===== src/rdcb_pkg.sv =====
// Shared types, widths and register map of the rotating display color band generator.
`default_nettype none

package rdcb_pkg;

  // Pixel counter width
  localparam int COUNT_BITS = 16;

  // Register field widths
  localparam int PPR_W    = 13;
  localparam int LEVEL_W  = 8;
  localparam int DIVIDE_W = 4;
  localparam int STEP_W   = 8;

  // Color offsets, tenths of a pixel
  localparam int OFF_W    = 16;

  // Period in tenths of a pixel: 10 * (2^PPR_W - 1) fits here
  localparam int PERIOD_W = $clog2(((1 << PPR_W) - 1) * 10 + 1);
  // Band compares need one bit more (2*pos and 9*P)
  localparam int BAND_W   = PERIOD_W + 1;

  // Dividend 10*counter + offset, at its largest value
  localparam int DIV_W    = $clog2(((1 << COUNT_BITS) - 1) * 10 + (1 << OFF_W));
  localparam int CNT_W    = $clog2(DIV_W);

  // APB port
  localparam int APB_DATA_W = 32;
  localparam int NUM_REGS   = 6;
  localparam int ADDR_W     = $clog2(NUM_REGS) + 2;
  localparam int IDX_W      = ADDR_W - 2;

  // Register indexes
  localparam logic [IDX_W-1:0] REG_PIXELS_PER_REV = IDX_W'(0);
  localparam logic [IDX_W-1:0] REG_ON_LEVEL       = IDX_W'(1);
  localparam logic [IDX_W-1:0] REG_TACH_DIVIDE    = IDX_W'(2);
  localparam logic [IDX_W-1:0] REG_RED_STEP       = IDX_W'(3);
  localparam logic [IDX_W-1:0] REG_GREEN_STEP     = IDX_W'(4);
  localparam logic [IDX_W-1:0] REG_BLUE_STEP      = IDX_W'(5);

  // Register reset values
  localparam logic [PPR_W-1:0]    RST_PIXELS_PER_REV = PPR_W'(1024);
  localparam logic [LEVEL_W-1:0]  RST_ON_LEVEL       = LEVEL_W'(200);
  localparam logic [DIVIDE_W-1:0] RST_TACH_DIVIDE    = DIVIDE_W'(6);
  localparam logic [STEP_W-1:0]   RST_RED_STEP       = STEP_W'(10);
  localparam logic [STEP_W-1:0]   RST_GREEN_STEP     = STEP_W'(6);
  localparam logic [STEP_W-1:0]   RST_BLUE_STEP      = STEP_W'(42);

  // Input kinds
  localparam logic REQ_PIXEL = 1'b0;
  localparam logic REQ_TACH  = 1'b1;

  // Register file contents
  typedef struct packed {
    logic [PPR_W-1:0]    pixels_per_rev;
    logic [LEVEL_W-1:0]  on_level;
    logic [DIVIDE_W-1:0] tach_divide;
    logic [STEP_W-1:0]   red_step;
    logic [STEP_W-1:0]   green_step;
    logic [STEP_W-1:0]   blue_step;
  } cfg_t;

  // Control of the serial remainder units
  typedef struct packed {
    logic load;
    logic shift;
  } mod_ctl_t;

  // Sequencer states
  typedef enum logic [1:0] {
    ST_IDLE,
    ST_LOAD,
    ST_DIV,
    ST_OUT
  } rdcb_state_t;

endpackage

`default_nettype wire


===== src/rdcb_cfg.sv =====
// APB register file holding the band generator configuration.
`default_nettype none

module rdcb_cfg (
  input  wire logic                             clk,
  input  wire logic                             rst_n,
  input  wire logic                             cfg_psel,
  input  wire logic                             cfg_penable,
  input  wire logic                             cfg_pwrite,
  input  wire logic [rdcb_pkg::ADDR_W-1:0]      cfg_paddr,
  input  wire logic [rdcb_pkg::APB_DATA_W-1:0]  cfg_pwdata,
  output logic      [rdcb_pkg::APB_DATA_W-1:0]  cfg_prdata,
  output logic                                  cfg_pready,
  output rdcb_pkg::cfg_t                        cfg
);
  import rdcb_pkg::*;

  cfg_t             cfg_r;
  cfg_t             cfg_nxt;
  logic [IDX_W-1:0] idx;
  logic             wr_en;

  assign cfg_pready = 1'b1;
  assign idx        = cfg_paddr[ADDR_W-1:2];
  assign wr_en      = cfg_psel & cfg_penable & cfg_pwrite & cfg_pready;
  assign cfg        = cfg_r;

  // Write decode
  always_comb begin
    cfg_nxt = cfg_r;
    if (wr_en) begin
      case (idx)
        REG_PIXELS_PER_REV: cfg_nxt.pixels_per_rev = cfg_pwdata[PPR_W-1:0];
        REG_ON_LEVEL:       cfg_nxt.on_level       = cfg_pwdata[LEVEL_W-1:0];
        REG_TACH_DIVIDE:    cfg_nxt.tach_divide    = cfg_pwdata[DIVIDE_W-1:0];
        REG_RED_STEP:       cfg_nxt.red_step       = cfg_pwdata[STEP_W-1:0];
        REG_GREEN_STEP:     cfg_nxt.green_step     = cfg_pwdata[STEP_W-1:0];
        REG_BLUE_STEP:      cfg_nxt.blue_step      = cfg_pwdata[STEP_W-1:0];
        default:            cfg_nxt = cfg_r;
      endcase
    end
  end

  always_ff @(posedge clk) begin
    if (!rst_n) begin
      cfg_r.pixels_per_rev <= RST_PIXELS_PER_REV;
      cfg_r.on_level       <= RST_ON_LEVEL;
      cfg_r.tach_divide    <= RST_TACH_DIVIDE;
      cfg_r.red_step       <= RST_RED_STEP;
      cfg_r.green_step     <= RST_GREEN_STEP;
      cfg_r.blue_step      <= RST_BLUE_STEP;
    end else begin
      cfg_r <= cfg_nxt;
    end
  end

  // Read mux
  always_comb begin
    case (idx)
      REG_PIXELS_PER_REV: cfg_prdata = APB_DATA_W'(cfg_r.pixels_per_rev);
      REG_ON_LEVEL:       cfg_prdata = APB_DATA_W'(cfg_r.on_level);
      REG_TACH_DIVIDE:    cfg_prdata = APB_DATA_W'(cfg_r.tach_divide);
      REG_RED_STEP:       cfg_prdata = APB_DATA_W'(cfg_r.red_step);
      REG_GREEN_STEP:     cfg_prdata = APB_DATA_W'(cfg_r.green_step);
      REG_BLUE_STEP:      cfg_prdata = APB_DATA_W'(cfg_r.blue_step);
      default:            cfg_prdata = '0;
    endcase
  end

endmodule

`default_nettype wire


===== src/rdcb_mod.sv =====
// Bit-serial restoring remainder: one dividend bit per cycle while shift is set, MSB first.
`default_nettype none

module rdcb_mod (
  input  wire logic                          clk,
  input  wire rdcb_pkg::mod_ctl_t            ctl,
  input  wire logic [rdcb_pkg::DIV_W-1:0]    dividend,
  input  wire logic [rdcb_pkg::PERIOD_W-1:0] period10,
  output logic      [rdcb_pkg::PERIOD_W-1:0] rem
);
  import rdcb_pkg::*;

  logic [DIV_W-1:0]    div_sr_r;
  logic [PERIOD_W-1:0] rem_r;
  logic [PERIOD_W-1:0] rem_nxt;
  logic [PERIOD_W:0]   trial;
  logic [PERIOD_W:0]   per_ext;
  logic [PERIOD_W:0]   diff;

  // Shift in next bit, subtract period when it fits
  always_comb begin
    trial   = {rem_r, div_sr_r[DIV_W-1]};
    per_ext = {1'b0, period10};
    diff    = trial - per_ext;
    if (trial >= per_ext) begin
      rem_nxt = diff[PERIOD_W-1:0];
    end else begin
      rem_nxt = trial[PERIOD_W-1:0];
    end
  end

  always_ff @(posedge clk) begin
    if (ctl.load) begin
      div_sr_r <= dividend;
      rem_r    <= '0;
    end else if (ctl.shift) begin
      div_sr_r <= {div_sr_r[DIV_W-2:0], 1'b0};
      rem_r    <= rem_nxt;
    end
  end

  assign rem = rem_r;

endmodule

`default_nettype wire


===== src/rotating_display_color_bands_top.sv =====
// Top level of the rotating display color band generator.
`default_nettype none

// Color band generator for a spinning LED display. Each input transaction is a
// tachometer pulse (in_tuser = 1) or a pixel tick (in_tuser = 0). A tach pulse
// produces no result and is absorbed in the idle state. A pixel tick produces
// one result transaction with the red, green and blue compare values; it holds
// the block through the load, divide and output states. In the divide state
// three bit-serial remainder units retire one dividend bit per cycle, forming
// (10 * counter + offset) mod (10 * pixels_per_rev). The output register holds
// a finished result while the next transaction is taken. Configuration must be
// written through the APB port while the block is idle; it is not enforced.
module rotating_display_color_bands_top (
  input  wire logic                             clk,
  input  wire logic                             rst_n,
  // Input stream
  input  wire logic                             in_tvalid,
  output logic                                  in_tready,
  input  wire logic [7:0]                       in_tdata,   // [0] motor_running
  input  wire logic [0:0]                       in_tuser,   // [0] req_type
  // Result stream
  output logic                                  out_tvalid,
  input  wire logic                             out_tready,
  output logic      [23:0]                      out_tdata,  // [7:0] red_width,
                                                            // [15:8] green_width,
                                                            // [23:16] blue_width
  // Configuration
  input  wire logic                             cfg_psel,
  input  wire logic                             cfg_penable,
  input  wire logic                             cfg_pwrite,
  input  wire logic [rdcb_pkg::ADDR_W-1:0]      cfg_paddr,
  input  wire logic [rdcb_pkg::APB_DATA_W-1:0]  cfg_pwdata,
  output logic      [rdcb_pkg::APB_DATA_W-1:0]  cfg_prdata,
  output logic                                  cfg_pready
);
  import rdcb_pkg::*;

  cfg_t                cfg;
  mod_ctl_t            mod_ctl;

  rdcb_state_t         state_r;
  rdcb_state_t         state_nxt;
  logic [CNT_W-1:0]    bit_cnt_r;
  logic [CNT_W-1:0]    bit_cnt_nxt;

  logic [COUNT_BITS-1:0] counter_r;
  logic [COUNT_BITS-1:0] counter_nxt;
  logic [DIVIDE_W-1:0] tach_cnt_r;
  logic [DIVIDE_W-1:0] tach_cnt_nxt;
  logic [DIVIDE_W-1:0] tach_inc;
  logic [OFF_W-1:0]    red_off_r;
  logic [OFF_W-1:0]    red_off_nxt;
  logic [OFF_W-1:0]    green_off_r;
  logic [OFF_W-1:0]    green_off_nxt;
  logic [OFF_W-1:0]    blue_off_r;
  logic [OFF_W-1:0]    blue_off_nxt;
  logic                run_r;
  logic                run_nxt;

  logic                out_valid_r;
  logic                out_valid_nxt;
  logic [23:0]         out_data_r;
  logic [23:0]         out_data_nxt;
  logic                out_load;

  logic                in_acc;
  logic [PERIOD_W-1:0] period10;
  logic [DIV_W-1:0]    cnt10;
  logic [DIV_W-1:0]    div_red;
  logic [DIV_W-1:0]    div_green;
  logic [DIV_W-1:0]    div_blue;
  logic [PERIOD_W-1:0] pos_red;
  logic [PERIOD_W-1:0] pos_green;
  logic [PERIOD_W-1:0] pos_blue;

  logic [BAND_W-1:0]   p_b;
  logic [BAND_W-1:0]   p3;
  logic [BAND_W-1:0]   p5;
  logic [BAND_W-1:0]   p6;
  logic [BAND_W-1:0]   p9;
  logic                active;
  logic                red_on;
  logic                green_on;
  logic                blue_on;

  // Offset advance; wraps to zero at the period
  function automatic logic [OFF_W-1:0] adv_off(input logic [OFF_W-1:0]    off,
                                               input logic [STEP_W-1:0]   step,
                                               input logic [PERIOD_W-1:0] per);
    logic [PERIOD_W-1:0] sum;
    sum = PERIOD_W'(off) + PERIOD_W'(step);
    if (sum >= per) begin
      return '0;
    end
    return sum[OFF_W-1:0];
  endfunction

  rdcb_cfg u_cfg (
    .clk         (clk),
    .rst_n       (rst_n),
    .cfg_psel    (cfg_psel),
    .cfg_penable (cfg_penable),
    .cfg_pwrite  (cfg_pwrite),
    .cfg_paddr   (cfg_paddr),
    .cfg_pwdata  (cfg_pwdata),
    .cfg_prdata  (cfg_prdata),
    .cfg_pready  (cfg_pready),
    .cfg         (cfg)
  );

  assign period10 = PERIOD_W'(cfg.pixels_per_rev) * PERIOD_W'(10);

  // Dividends, formed in the load state from the updated counter
  assign cnt10     = DIV_W'(counter_r) * DIV_W'(10);
  assign div_red   = cnt10 + DIV_W'(red_off_r);
  assign div_green = cnt10 + DIV_W'(green_off_r);
  assign div_blue  = cnt10 + DIV_W'(blue_off_r);

  rdcb_mod u_mod_red (
    .clk      (clk),
    .ctl      (mod_ctl),
    .dividend (div_red),
    .period10 (period10),
    .rem      (pos_red)
  );

  rdcb_mod u_mod_green (
    .clk      (clk),
    .ctl      (mod_ctl),
    .dividend (div_green),
    .period10 (period10),
    .rem      (pos_green)
  );

  rdcb_mod u_mod_blue (
    .clk      (clk),
    .ctl      (mod_ctl),
    .dividend (div_blue),
    .period10 (period10),
    .rem      (pos_blue)
  );

  assign in_acc = in_tvalid & in_tready;

  // Next state
  always_comb begin
    state_nxt   = state_r;
    bit_cnt_nxt = bit_cnt_r;
    case (state_r)
      ST_IDLE: begin
        if (in_acc && (in_tuser[0] == REQ_PIXEL)) begin
          state_nxt = ST_LOAD;
        end
      end
      ST_LOAD: begin
        state_nxt   = ST_DIV;
        bit_cnt_nxt = '0;
      end
      ST_DIV: begin
        bit_cnt_nxt = bit_cnt_r + CNT_W'(1);
        if (bit_cnt_r == CNT_W'(DIV_W - 1)) begin
          state_nxt = ST_OUT;
        end
      end
      ST_OUT: begin
        if (!out_valid_r || out_tready) begin
          state_nxt = ST_IDLE;
        end
      end
      default: state_nxt = ST_IDLE;
    endcase
  end

  // Sequencer outputs
  always_comb begin
    in_tready     = 1'b0;
    mod_ctl.load  = 1'b0;
    mod_ctl.shift = 1'b0;
    out_load      = 1'b0;
    case (state_r)
      ST_IDLE: in_tready     = 1'b1;
      ST_LOAD: mod_ctl.load  = 1'b1;
      ST_DIV:  mod_ctl.shift = 1'b1;
      ST_OUT:  out_load      = !out_valid_r || out_tready;
      default: in_tready     = 1'b0;
    endcase
  end

  // Counter, tach divider and offsets
  assign tach_inc = tach_cnt_r + DIVIDE_W'(1);

  always_comb begin
    counter_nxt   = counter_r;
    tach_cnt_nxt  = tach_cnt_r;
    red_off_nxt   = red_off_r;
    green_off_nxt = green_off_r;
    blue_off_nxt  = blue_off_r;
    run_nxt       = run_r;
    if (in_acc) begin
      if (in_tuser[0] == REQ_TACH) begin
        if (tach_inc < cfg.tach_divide) begin
          tach_cnt_nxt = tach_inc;
        end else begin
          tach_cnt_nxt  = '0;
          counter_nxt   = '0;
          red_off_nxt   = adv_off(red_off_r, cfg.red_step, period10);
          green_off_nxt = adv_off(green_off_r, cfg.green_step, period10);
          blue_off_nxt  = adv_off(blue_off_r, cfg.blue_step, period10);
        end
      end else begin
        run_nxt = in_tdata[0];
        if (counter_r != '1) begin
          counter_nxt = counter_r + COUNT_BITS'(1);
        end
      end
    end
  end

  // Band decode on the finished positions
  always_comb begin
    p_b      = BAND_W'(cfg.pixels_per_rev);
    p3       = p_b * BAND_W'(3);
    p5       = p_b * BAND_W'(5);
    p6       = p_b * BAND_W'(6);
    p9       = p_b * BAND_W'(9);
    active   = run_r && (cfg.pixels_per_rev != '0);
    red_on   = BAND_W'(pos_red) < p3;
    green_on = ({pos_green, 1'b0} >= p5) && (BAND_W'(pos_green) < p6);
    blue_on  = (BAND_W'(pos_blue) >= p5) && (BAND_W'(pos_blue) < p9);
  end

  // Output register
  always_comb begin
    out_valid_nxt = out_valid_r;
    out_data_nxt  = out_data_r;
    if (out_valid_r && out_tready) begin
      out_valid_nxt = 1'b0;
    end
    if (out_load) begin
      out_valid_nxt = 1'b1;
      out_data_nxt  = '0;
      if (active && red_on) begin
        out_data_nxt[7:0] = cfg.on_level;
      end
      if (active && green_on) begin
        out_data_nxt[15:8] = cfg.on_level;
      end
      if (active && blue_on) begin
        out_data_nxt[23:16] = cfg.on_level;
      end
    end
  end

  always_ff @(posedge clk) begin
    if (!rst_n) begin
      state_r     <= ST_IDLE;
      counter_r   <= '0;
      tach_cnt_r  <= '0;
      red_off_r   <= '0;
      green_off_r <= '0;
      blue_off_r  <= '0;
      out_valid_r <= 1'b0;
    end else begin
      state_r     <= state_nxt;
      counter_r   <= counter_nxt;
      tach_cnt_r  <= tach_cnt_nxt;
      red_off_r   <= red_off_nxt;
      green_off_r <= green_off_nxt;
      blue_off_r  <= blue_off_nxt;
      out_valid_r <= out_valid_nxt;
    end
  end

  // Payload registers
  always_ff @(posedge clk) begin
    bit_cnt_r  <= bit_cnt_nxt;
    run_r      <= run_nxt;
    out_data_r <= out_data_nxt;
  end

  assign out_tvalid = out_valid_r;
  assign out_tdata  = out_data_r;

  // A new result only appears out of the output state
  a_result_from_out: assert property (@(posedge clk) disable iff (!rst_n)
    $rose(out_valid_r) |-> $past(state_r) == ST_OUT)
    else $error("result appeared outside the output state");

  // A stopped motor gives a dark pixel
  a_dark_when_stopped: assert property (@(posedge clk) disable iff (!rst_n)
    (out_load && !run_r) |=> (out_tdata == '0))
    else $error("nonzero result while motor stopped");

  // A tach pulse never starts the remainder sequence
  a_tach_stays_idle: assert property (@(posedge clk) disable iff (!rst_n)
    (in_acc && (in_tuser[0] == REQ_TACH)) |=> (state_r == ST_IDLE))
    else $error("tach pulse left the idle state");

  // Bit counter never runs past the dividend
  a_bit_cnt_range: assert property (@(posedge clk) disable iff (!rst_n)
    (state_r == ST_DIV) |-> (bit_cnt_r <= CNT_W'(DIV_W - 1)))
    else $error("bit counter out of range");

endmodule

`default_nettype wire


===== config.mk =====
export PLATFORM = sky130hd
export DESIGN_NAME = rotating_display_color_bands_top
export DESIGN_NICKNAME = d
export VERILOG_FILES = /design/src/rdcb_pkg.sv /design/src/rdcb_cfg.sv /design/src/rdcb_mod.sv /design/src/rotating_display_color_bands_top.sv
export SDC_FILE = /design/constraint.sdc
export NUM_CORES = 1
export LEC_CHECK = 0
export ABC_AREA = 1
export CORE_MARGIN = 10
export CORE_UTILIZATION = 39
export DETAILED_ROUTE_END_ITERATION = 12
export DONT_BUFFER_PORTS = 1
export GPL_TIMING_DRIVEN = 0
export PLACE_DENSITY = 0.63
export SETUP_SLACK_MARGIN = 0.2
export SYNTH_ARGS = -nofsm -noshare
export SYNTH_HDL_FRONTEND = slang
export SYNTH_SLANG_ARGS = --single-unit
export TNS_END_PERCENT = 20

===== constraint.sdc =====
create_clock -name clk -period 6.4 [get_ports clk]
set_input_delay 0.96 -clock clk [delete_from_list [all_inputs] [get_ports clk]]
set_output_delay 0.96 -clock clk [all_outputs]
set_load 0.01 [all_outputs]

After elaboration in Yosys (flattened, before gate mapping)
Cells that the tools add are included.
{ "classes": {"n_addsub": 12, "mul": 6, "div_mod_pow": 0, "magnitude_cmp": 12, "n_eq_ne": 14, "shifts": 0, "mux": 43, "bitwise_logic": 5, "reduce_logical": 28} }
{ "ops": {"columns": ["operator", "count"], "rows": [
  ["16-bit 2-to-1 mux", 9],
  ["20-bit 2-to-1 mux", 6],
  ["13-bit one-hot mux with 6 select lines", 1],
  ["20-bit by 16-bit adder with 20-bit output", 3],
  ["18-bit by 17-bit >= comparator with 1-bit output", 3],
  ["16-bit by 8-bit adder with 17-bit output", 3],
  ["17-bit >= comparator", 3],
  ["17-bit 2-to-1 mux", 3],
  ["17-bit subtractor", 3],
  ["13-bit by 3-bit multiplier with 16-bit output, second input constant", 2],
  ["13-bit by 2-bit multiplier with 15-bit output, second input constant", 2],
  ["16-bit by 3-bit multiplier with 19-bit output, second input constant", 1],
  ["18-bit by 16-bit >= comparator with 1-bit output", 1],
  ["1-bit 2-to-1 mux", 18],
  ["17-bit by 16-bit >= comparator with 1-bit output", 1],
  ["17-bit by 15-bit < comparator with 1-bit output", 1],
  ["17-bit by 16-bit < comparator with 1-bit output", 1],
  ["17-bit < comparator", 1],
  ["13-bit by 4-bit multiplier with 17-bit output, second input constant", 1],
  ["16-bit by 1-bit adder with 16-bit output, second input constant", 1],
  ["16-bit inequality test, second input constant", 1],
  ["2-bit AND reduction", 8],
  ["13-bit nonzero test", 1],
  ["5-bit one-hot mux with 2 select lines", 1],
  ["22 further kinds", 45]
]} }
{ "totals": {"regBits": 261, "latch_bits": 0, "ram_bits": 0, "romBits": 0, "in_bits": 53, "out_inout_bits": 59, "elab_cells": 144, "mem_count": 0} }

Depth between registers and ports, before layout
Gate-level depths: netlist (run 1).
{ "logic_depth": {"depth_word": 7, "depth_mapped": 26} }

By module
A second synthesis (run 1) with hierarchy kept.
{ "unflattened": {"hier_cells": 3691, "area_unflattened_um2": 25265.5} }
{ "modules_own_cells": {"columns": ["module", "instances", "cells_per_inst", "area_per_inst_um2"], "rows": [
  ["rotating_display_color_bands_top", 1, 1942, 13760.7],
  ["rdcb_mod", 3, 444, 2872.8],
  ["rdcb_cfg", 1, 417, 2886.5]
]} }

Least setup slack after synthesis (run 1)
Ideal clock, no wire load.
{ "synth_path": {"path_type": "register -> register", "startpoint": "register u_cfg.cfg_r, in the netlist u_cfg.cfg[37]", "endpoint": "register u_mod_blue.rem_r[11], in the netlist u_mod_blue.rem[11]", "setup_time_ps": 120, "t_arrival_ps": 3680, "t_required_ps": 6280, "path_slack_ps": 2601, "stages_incl_launch_ff": 23, "path_buffers": 1, "synth_period_minus_slack_ps": 3799, "path_cell_list": "dfxtp_1 -> ha_1 -> ha_1 -> inv_1 -> fa_1 -> inv_1 -> nand3_2 -> nand3_2 -> nand2_2 -> nand2_1 -> nand2_1 -> ha_1 -> inv_1 -> nor2_1 -> nand3_1 -> or3b_2 -> nor3_2 -> nand2_4 -> nand3_4 -> buf_4 -> nand2_1 -> nand3_1 -> a21oi_1"} }
{ "synth_between": {"elab_chain_cells": 3, "word_cells_on_any_way": 4, "cone_classes": "add/sub (1); mul (1); order compare (1); mux (1)"} }
{ "synth_rtl": {"columns": ["element", "line_no", "source"], "rows": [
  ["from (decl)", "rdcb_cfg.sv:18", "cfg_t cfg_r;"],
  ["from (signal assigned)", "rdcb_cfg.sv:53", "cfg_r <= cfg_nxt;"],
  ["13-bit by 3-bit multiplier with 16-bit output (*)", "rotating_display_color_bands_top.sv:111", "assign period10 = PERIOD_W'(cfg.pixels_per_rev) * PERIOD_W'(10);"],
  ["17-bit subtractor / 18-bit by 17-bit >= comparator with 1-bit output (equally long branches)", "rdcb_mod.sv:24, rdcb_mod.sv:25", null],
  ["17-bit 2-to-1 mux (*)", "rdcb_mod.sv:25", "if (trial >= per_ext) begin"],
  ["to (signal assigned)", "rdcb_mod.sv:38", "rem_r <= rem_nxt;"],
  ["to (decl)", "rdcb_mod.sv:14", "logic [PERIOD_W-1:0] rem_r;"]
]} }
Mark *: on every way between the ends. The rest lies on a longest branch, timed or not.
A chain may end at the register's enable or synchronous reset.

Final worst setup path (run 1)
{ "layout_path": {"startpoint": "register u_cfg.cfg_r, in the netlist u_cfg.cfg[36]", "endpoint": "register u_mod_blue.rem_r[5], in the netlist u_mod_blue.rem[5]"} }
The elaborated chain is that of the path after synthesis.

==> impl_metrics.py, run 1 <==
metrics = {
    "logic_synthesis": {
        "synth_top_flop_cell": "dfxtp_1",
        "ys_ff_latch": 261,
        "ys_warn_count": 0,
        "syn_inst": 3101,
        "synth_async_sr_flop_share": 0,
        "synth-edff-count": 90,
        "synth.cell_area_um2": 22430,
        "ys_types": 60,
        "avgSynthCellArea_um2": 7.233,
        "synth.yosys.seq_area_share": 0.2731,
    },
    "power_and_ir_drop": {
        "p_sw_uw": 3853,
        "cellLeakagePower_uw": 0.01171,
        "clockPowerShare": 0.217,
        "peakVddDrop_mv": 0.3258,
        "p_total_uw": 8776,
        "share_comb_of_total_power": 0.481,
        "p_int_uw": 4923,
        "p_seq_frac": 0.302,
        "p_per_area_nw_per_um2": 356.4,
        "p_sw_frac": 0.4390,
    },
    "routing": {
        "finalWirelength_um": 70590,
        "initialDrtViolationCount": 1663,
        "drcViolationCount": 0,
        "vias": 21110,
        "wl_per_cell_um": 17.92,
        "viasPerCell": 5.361,
        "drt_first_pass_iters": 5,
        "postRouteAntennaNets": 0,
    },
    "timing": {
        "fin_crit_sh": 0.8274,
        "timing.final.max_slew_violations": 0,
        "hold_viol_final": 0,
        "tightest_slew_ps": 1139,
        "rsz0062_at_grt": "false",
        "slew_headroom": 0.2346,
        "fin_skew_ps": 34.29,
        "setup-tns-final_ps": 0,
        "finalSetupViolations": 0,
        "holdWs_ps": 477.8,
        "clock.fmax_mhz": 188.9,
        "worst_slack_ps": 1105,
        "period_needed_ps": 5295,
    },
    "final_layout": {
        "fillers": 5881,
        "drive_above_1_share": 0.06223,
        "syn2layout_area_growth_pct": 9.778,
        "antenna_cells": 0,
        "layoutNonFillerInstCount": 3938,
        "finalNetCount": 3522,
    },
    "setup_path": {
        "crit_required_ps": 6830,
        "cp_slowest_stage_delay_ps": 960,
        "worstPathArrival_ps": 5720,
        "crit_path_cell_trace": "ha_1 -> ha_1 -> inv_1 -> fa_1 -> inv_1 -> nand3_2 -> nand3_2 -> nand2_2 -> nand2_1 -> nand2_1 -> ha_1 -> inv_1 -> nor2_1 -> nand3_1 -> or3b_2 -> nor3_2 -> nand2_4 -> nand3_4 -> buf_4 -> nand2_1 -> nand3_1 -> a21oi_1",
        "critPathSlowestCell": "dfxtp_1",
        "crit_path_start_kind": "flop",
        "crit_fanout": 11,
        "cp-end-kind": "flop",
        "critPathKind": "flop to flop",
    },
    "placement": {
        "dp.cells": 3877,
        "place_ws_ps": 1222,
        "gp_congestion": 0.9333,
        "dpl.hpwl_um": 55230,
        "numPortBuffers": 0,
    },
    "floorplanning": {
        "rows": 87,
        "die_w_um": 259.8,
        "die-height_um": 259.8,
        "core_area_um2": 56710,
        "ios": 112,
        "fp.dieArea_um2": 67510,
        "initial_core_util": 0.3955,
    },
    "grt": {
        "grt_pass1_vias": 19700,
        "grt_first_pass_wirelength_um": 110600,
        "antenna_found_initial": 0,
        "groute.usage.overall": 0.2062,
        "overflow": 0,
        "grt_max_degree": 67,
    },
    "clock_tree": {
        "numCtsBuffers": 34,
        "ctsHoldBuffers": 0,
        "cts.path.max_buffers": 3,
        "insertion_delay_ps": 580,
        "cts.clk_slew.worst_paths_ps": 60,
        "h-tree-depth": 2,
        "cts_sinks": 261,
        "cts_resized": 0,
        "post_cts_buffers": 0,
        "clock-root-buffer": "clkbuf_16",
        "cts_tree": "yes",
    },
    "run": {
        "maxCapViolCount": 0,
    },
    "hold_path": {
        "hold_class": "primary input to flop",
    },
    "outcome": {
        "status": "completed",
    },
}
## layout by cell type (no fill, tap or decap), types with 32 or more instances in the layout
master	Yosys	routed
nand2_1	710	710
o21ai_0	175	175
dfxtp_1	171	171
nor3_1	32	32
nand3_1	205	205
a21oi_1	254	253
xnor2_1	53	52
nand4_1	84	84
xor2_1	86	82
inv_1	339	339
ha_1	299	298
clkbuf_16	0	34
nor2_1	258	258
edfxtp_1	90	90
clkbuf_1	35	46
## power groups by stage
| stage | Sequential, uW | Clock (uW) | Combinational (uW) |
|---|---|---|---|
| CTS | 2650 | 1940 | 4200 |
| floorplan | 2550 | 0 | 3200 |
| global route | 2690 | 2010 | 4770 |
| detailed placement | 2670 | 0 | 4180 |
| global placement | 2690 | 0 | 4110 |
| finish | 2650 | 1910 | 4220 |
## metal layers
metal / vias up / track usage / part of all wire
li1: 10590 / - / -
met1: 9828 / 0.2754 / 0.46
met2: 583 / 0.3418 / 0.46
met3: 109 / 0.02479 / 0.056
met4: 0 / 0.06237 / 0.028
met5: - / 0 / 0
## cell type report
type | count | area (um^2) | share of cell area
tap | 756 | 945.9 | 0.03841
sequential | 261 | 6126 | 0.2488
buffer | 88 | 476.7 | 0.01936
multi-input combinational | 2424 | 14660 | 0.5953
clock buffer | 49 | 947.2 | 0.03847
timing repair buffer | 2 | 30.03 | 0.001220
inverter | 346 | 1299 | 0.05274
clock inverter | 12 | 141.4 | 0.005742
## final timing paths
path | to | depth (start not counted) | startpoint | slack [ps]
hold / removal | run_r | 0 | in_tdata[0] | 480
hold reg to reg | tach_cnt_r[3] | 2 | tach_cnt_r[3] | 480
setup / recovery | u_mod_blue.rem[5] | 22 | u_cfg.cfg[36] | 1100
setup reg to reg | u_mod_blue.rem[5] | 22 | u_cfg.cfg[36] | 1100
## cells by family after synthesis
logic type | synth area share
AOI/OAI and AO/OA | 0.1357
xor gates and xnor gates | 0.05500
adders and majority gates | 0.1784
buffers and inverters | 0.07915
DFF | 0.2731
muxes | 0.0004463
other | 0.0003348
and+or+nand+nor | 0.2778
## Yosys cell counts, types with 14 or more instances
library cell	n	area [um^2]
xnor2_1	53	464.2
nor2_1	258	968.4
a21oi_1	254	1271
o21ai_1	14	70.07
dfxtp_1	171	3423
ha_1	299	3741
o21ai_0	175	875.8
nand3_1	205	1026
buf_4	26	195.2
nand2_2	28	175.2
inv_1	339	1272
edfxtp_1	90	2703
nand4_1	84	525.5
nand2_1	710	2665
xor2_1	86	753.2
buf_2	21	105.1
nand3b_1	14	105.1
clkbuf_1	35	131.4
a31oi_1	16	100.1
nor3_1	32	160.2
## stage by stage
stage          instance area, um^2    util
6_report                     24620  0.4342
5_1_grt                      24620  0.4342
4_1_cts                      24620  0.4342
3_5_place_dp                 23540  0.4150
3_3_place_gp                 23440  0.4134
2_1_floorplan                22500       -
## registers in the layout, summed over array words and instances, names as in the netlist, 17 cells and up
register,count
u_mod_green.rem,17
u_mod_red.div_sr_r,20
u_mod_red.rem,17
u_mod_blue.div_sr_r,20
out_tdata,24
u_mod_blue.rem,17
u_mod_green.div_sr_r,20
u_cfg.cfg,49
## worst max-delay path: cells and delay by family (launching register included)
| kind | cells | cell delay, ps |
|---|---|---|
| and+or+nand+nor | 13 | 2200 |
| adders and majority gates | 4 | 1470 |
| DFF | 1 | 960 |
| buffers and inverters | 4 | 460 |
| AOI/OAI and AO/OA | 1 | 60 |
(Power assumes the default switching activity.)
==> inputs of run 2 (changes only) <==
- clock period: 6.4 -> 5.3 ns (I/O delays scaled with it)
==> run 2 against run 1 <==
Against the previous run:
- cell count unchanged
- count of clock-buffer cells in the layout unchanged
- critical endpoint is now u_mod_red.rem[8]
- routed wire length about the same
- largest power group unchanged
- highest routed layer unchanged
- global-route usage unchanged
- worst hold slack worse by 170 ps
- worst setup slack worse by 680 ps
- sequential cell count unchanged
- die area unchanged
- clock skew about the same
- critical path type unchanged
- utilization about the same
==> impl_metrics.py, run 2 (synthesis results as in run 1) <==
metrics = {
    "outcome": {
        "status": "completed",
    },
    "final_layout": {
        "most-common-layout-cells": "709 x nand2_1, 339 x inv_1, 298 x ha_1, 258 x nor2_1, 253 x a21oi_1",
        "fillers": 5878,
        "antenna_cells": 0,
        "layoutNonFillerInstCount": 3938,
        "multi_input_area_um2": 14660,
        "seqCellArea_um2": 6131,
        "syn2layout_area_growth_pct": 9.812,
        "finish.instance_area_um2": 24630,
        "drive_above_1_share": 0.06317,
        "final_common_cell": "nand2_1",
        "finalNetCount": 3522,
        "largest_reg_flops": 49,
    },
    "run": {
        "maxCapViolCount": 0,
    },
    "routing": {
        "finalWirelength_um": 70560,
        "viasPerCell": 5.364,
        "postRouteAntennaNets": 0,
        "initialDrtViolationCount": 1673,
        "vias": 21120,
        "drt_first_pass_iters": 5,
        "wl_per_cell_um": 17.92,
        "drcViolationCount": 0,
    },
    "timing": {
        "timing.final.max_slew_violations": 0,
        "slew_headroom": 0.2361,
        "setup-tns-final_ps": 0,
        "rsz0062_at_grt": "true",
        "hold_viol_final": 0,
        "worst_slack_ps": 420.2,
        "clock.fmax_mhz": 204.9,
        "finalSetupViolations": 0,
        "fin_crit_sh": 0.9207,
        "period_needed_ps": 4880,
        "fin_skew_ps": 34.49,
        "tightest_slew_ps": 1137,
    },
    "floorplanning": {
        "ios": 112,
        "rows": 87,
        "initial_core_util": 0.3955,
        "die-height_um": 259.8,
        "die_w_um": 259.8,
        "fp.dieArea_um2": 67510,
        "core_area_um2": 56710,
    },
    "placement": {
        "placed_area_um2": 23540,
        "place_ws_ps": 122.3,
        "numPortBuffers": 0,
        "dp.cells": 3877,
        "dpl.hpwl_um": 55230,
        "gp_congestion": 0.9333,
    },
    "setup_path": {
        "crit_required_ps": 5710,
        "cp_slowest_stage_delay_ps": 830,
        "r2r_slack_ps": 420,
        "cpMostUsedCell": "nand2_1",
        "critPathSlowestCell": "xor2_2",
        "crit_path_start_kind": "flop",
        "worstPathBufferInverterCount": 2,
        "critPathKind": "flop to flop",
        "path_delay_family": "simple AND/OR/NAND/NOR gates",
        "crit_fanout": 10,
        "worstPathArrival_ps": 5290,
        "cp-end-kind": "flop",
        "crit_path_cell_trace": "ha_1 -> ha_1 -> nand2_1 -> nand3_2 -> a21oi_1 -> xor2_2 -> ha_1 -> a21oi_1 -> a21boi_0 -> nand3_1 -> nand2_1 -> nand3b_1 -> nand2_1 -> inv_1 -> nand2_1 -> nand2_2 -> nand2_4 -> buf_2 -> nand3b_1 -> nand3_1 -> a21oi_1",
    },
    "clock_tree": {
        "insertion_delay_ps": 580,
        "cts.path.max_buffers": 3,
        "clock-root-buffer": "clkbuf_16",
        "cts_tree": "yes",
        "cts.clk_slew.worst_paths_ps": 60,
        "cts_sinks": 261,
        "numCtsBuffers": 34,
        "post_cts_buffers": 0,
        "h-tree-depth": 2,
        "ctsHoldBuffers": 0,
    },
    "grt": {
        "grt_first_pass_wirelength_um": 110600,
        "grt_max_degree": 67,
        "overflow": 0,
        "antenna_found_initial": 0,
        "grt_pass1_vias": 19700,
        "groute.usage.overall": 0.2062,
    },
    "power_and_ir_drop": {
        "cellLeakagePower_uw": 0.01171,
        "p_total_uw": 10600,
        "peakVddDrop_mv": 0.3932,
        "p_per_area_nw_per_um2": 430.4,
    },
    "hold_path": {
        "hold_class": "primary input to flop",
    },
}
[run 2: final timing paths]
| path | depth (start not counted) | to | from |
|---|---|---|---|
| worst min register to register | 2 | tach_cnt_r[3] | tach_cnt_r[3] |
| worst min-delay path | 0 | run_r | in_tdata[0] |
| worst max register to register | 21 | u_mod_red.rem[8] | u_cfg.cfg[39] |
| worst max-delay path | 21 | u_mod_red.rem[8] | u_cfg.cfg[39] |
[run 2: report_power, final]
group / switching [uW] / internal, uW
registers: 398 / 2800
logic: 3270 / 1830
clock network: 990 / 1320
total: 4660 / 5940
[run 2: timing repair]
item	4_1_cts	5_1_grt
cloned	0	0
gates resized for setup	2	2
endpoints found under the setup margin	10	11
[run 2: cell type report]
class                      count  share of cell area
multi-input combinational   2424              0.5952
sequential                   261              0.2489
inverter                     346             0.05273
clock buffer                  49             0.03845
tap                          756             0.03840
buffer                        88             0.01935
clock inverter                12            0.005740
timing repair buffer           2            0.001219
[run 2: per-layer routing]
layer	global-route usage	wire (um)	vias to the layer above
li1	-	-	10590
met1	0.2754	32340	9839
met2	0.3418	32380	577
met3	0.02479	3844	114
met4	0.06237	1995	0
met5	0	0	-
[run 2: through the flow]
| stage | hold WS, ps | util |
|---|---|---|
| after global placement | 474.5 | 0.4134 |
| after global routing | 304.7 | 0.4343 |
| final | 311.9 | 0.4343 |
| after CTS | 301.4 | 0.4342 |
| after detailed placement | 475.8 | 0.4150 |
| after floorplan | 448.5 | - |
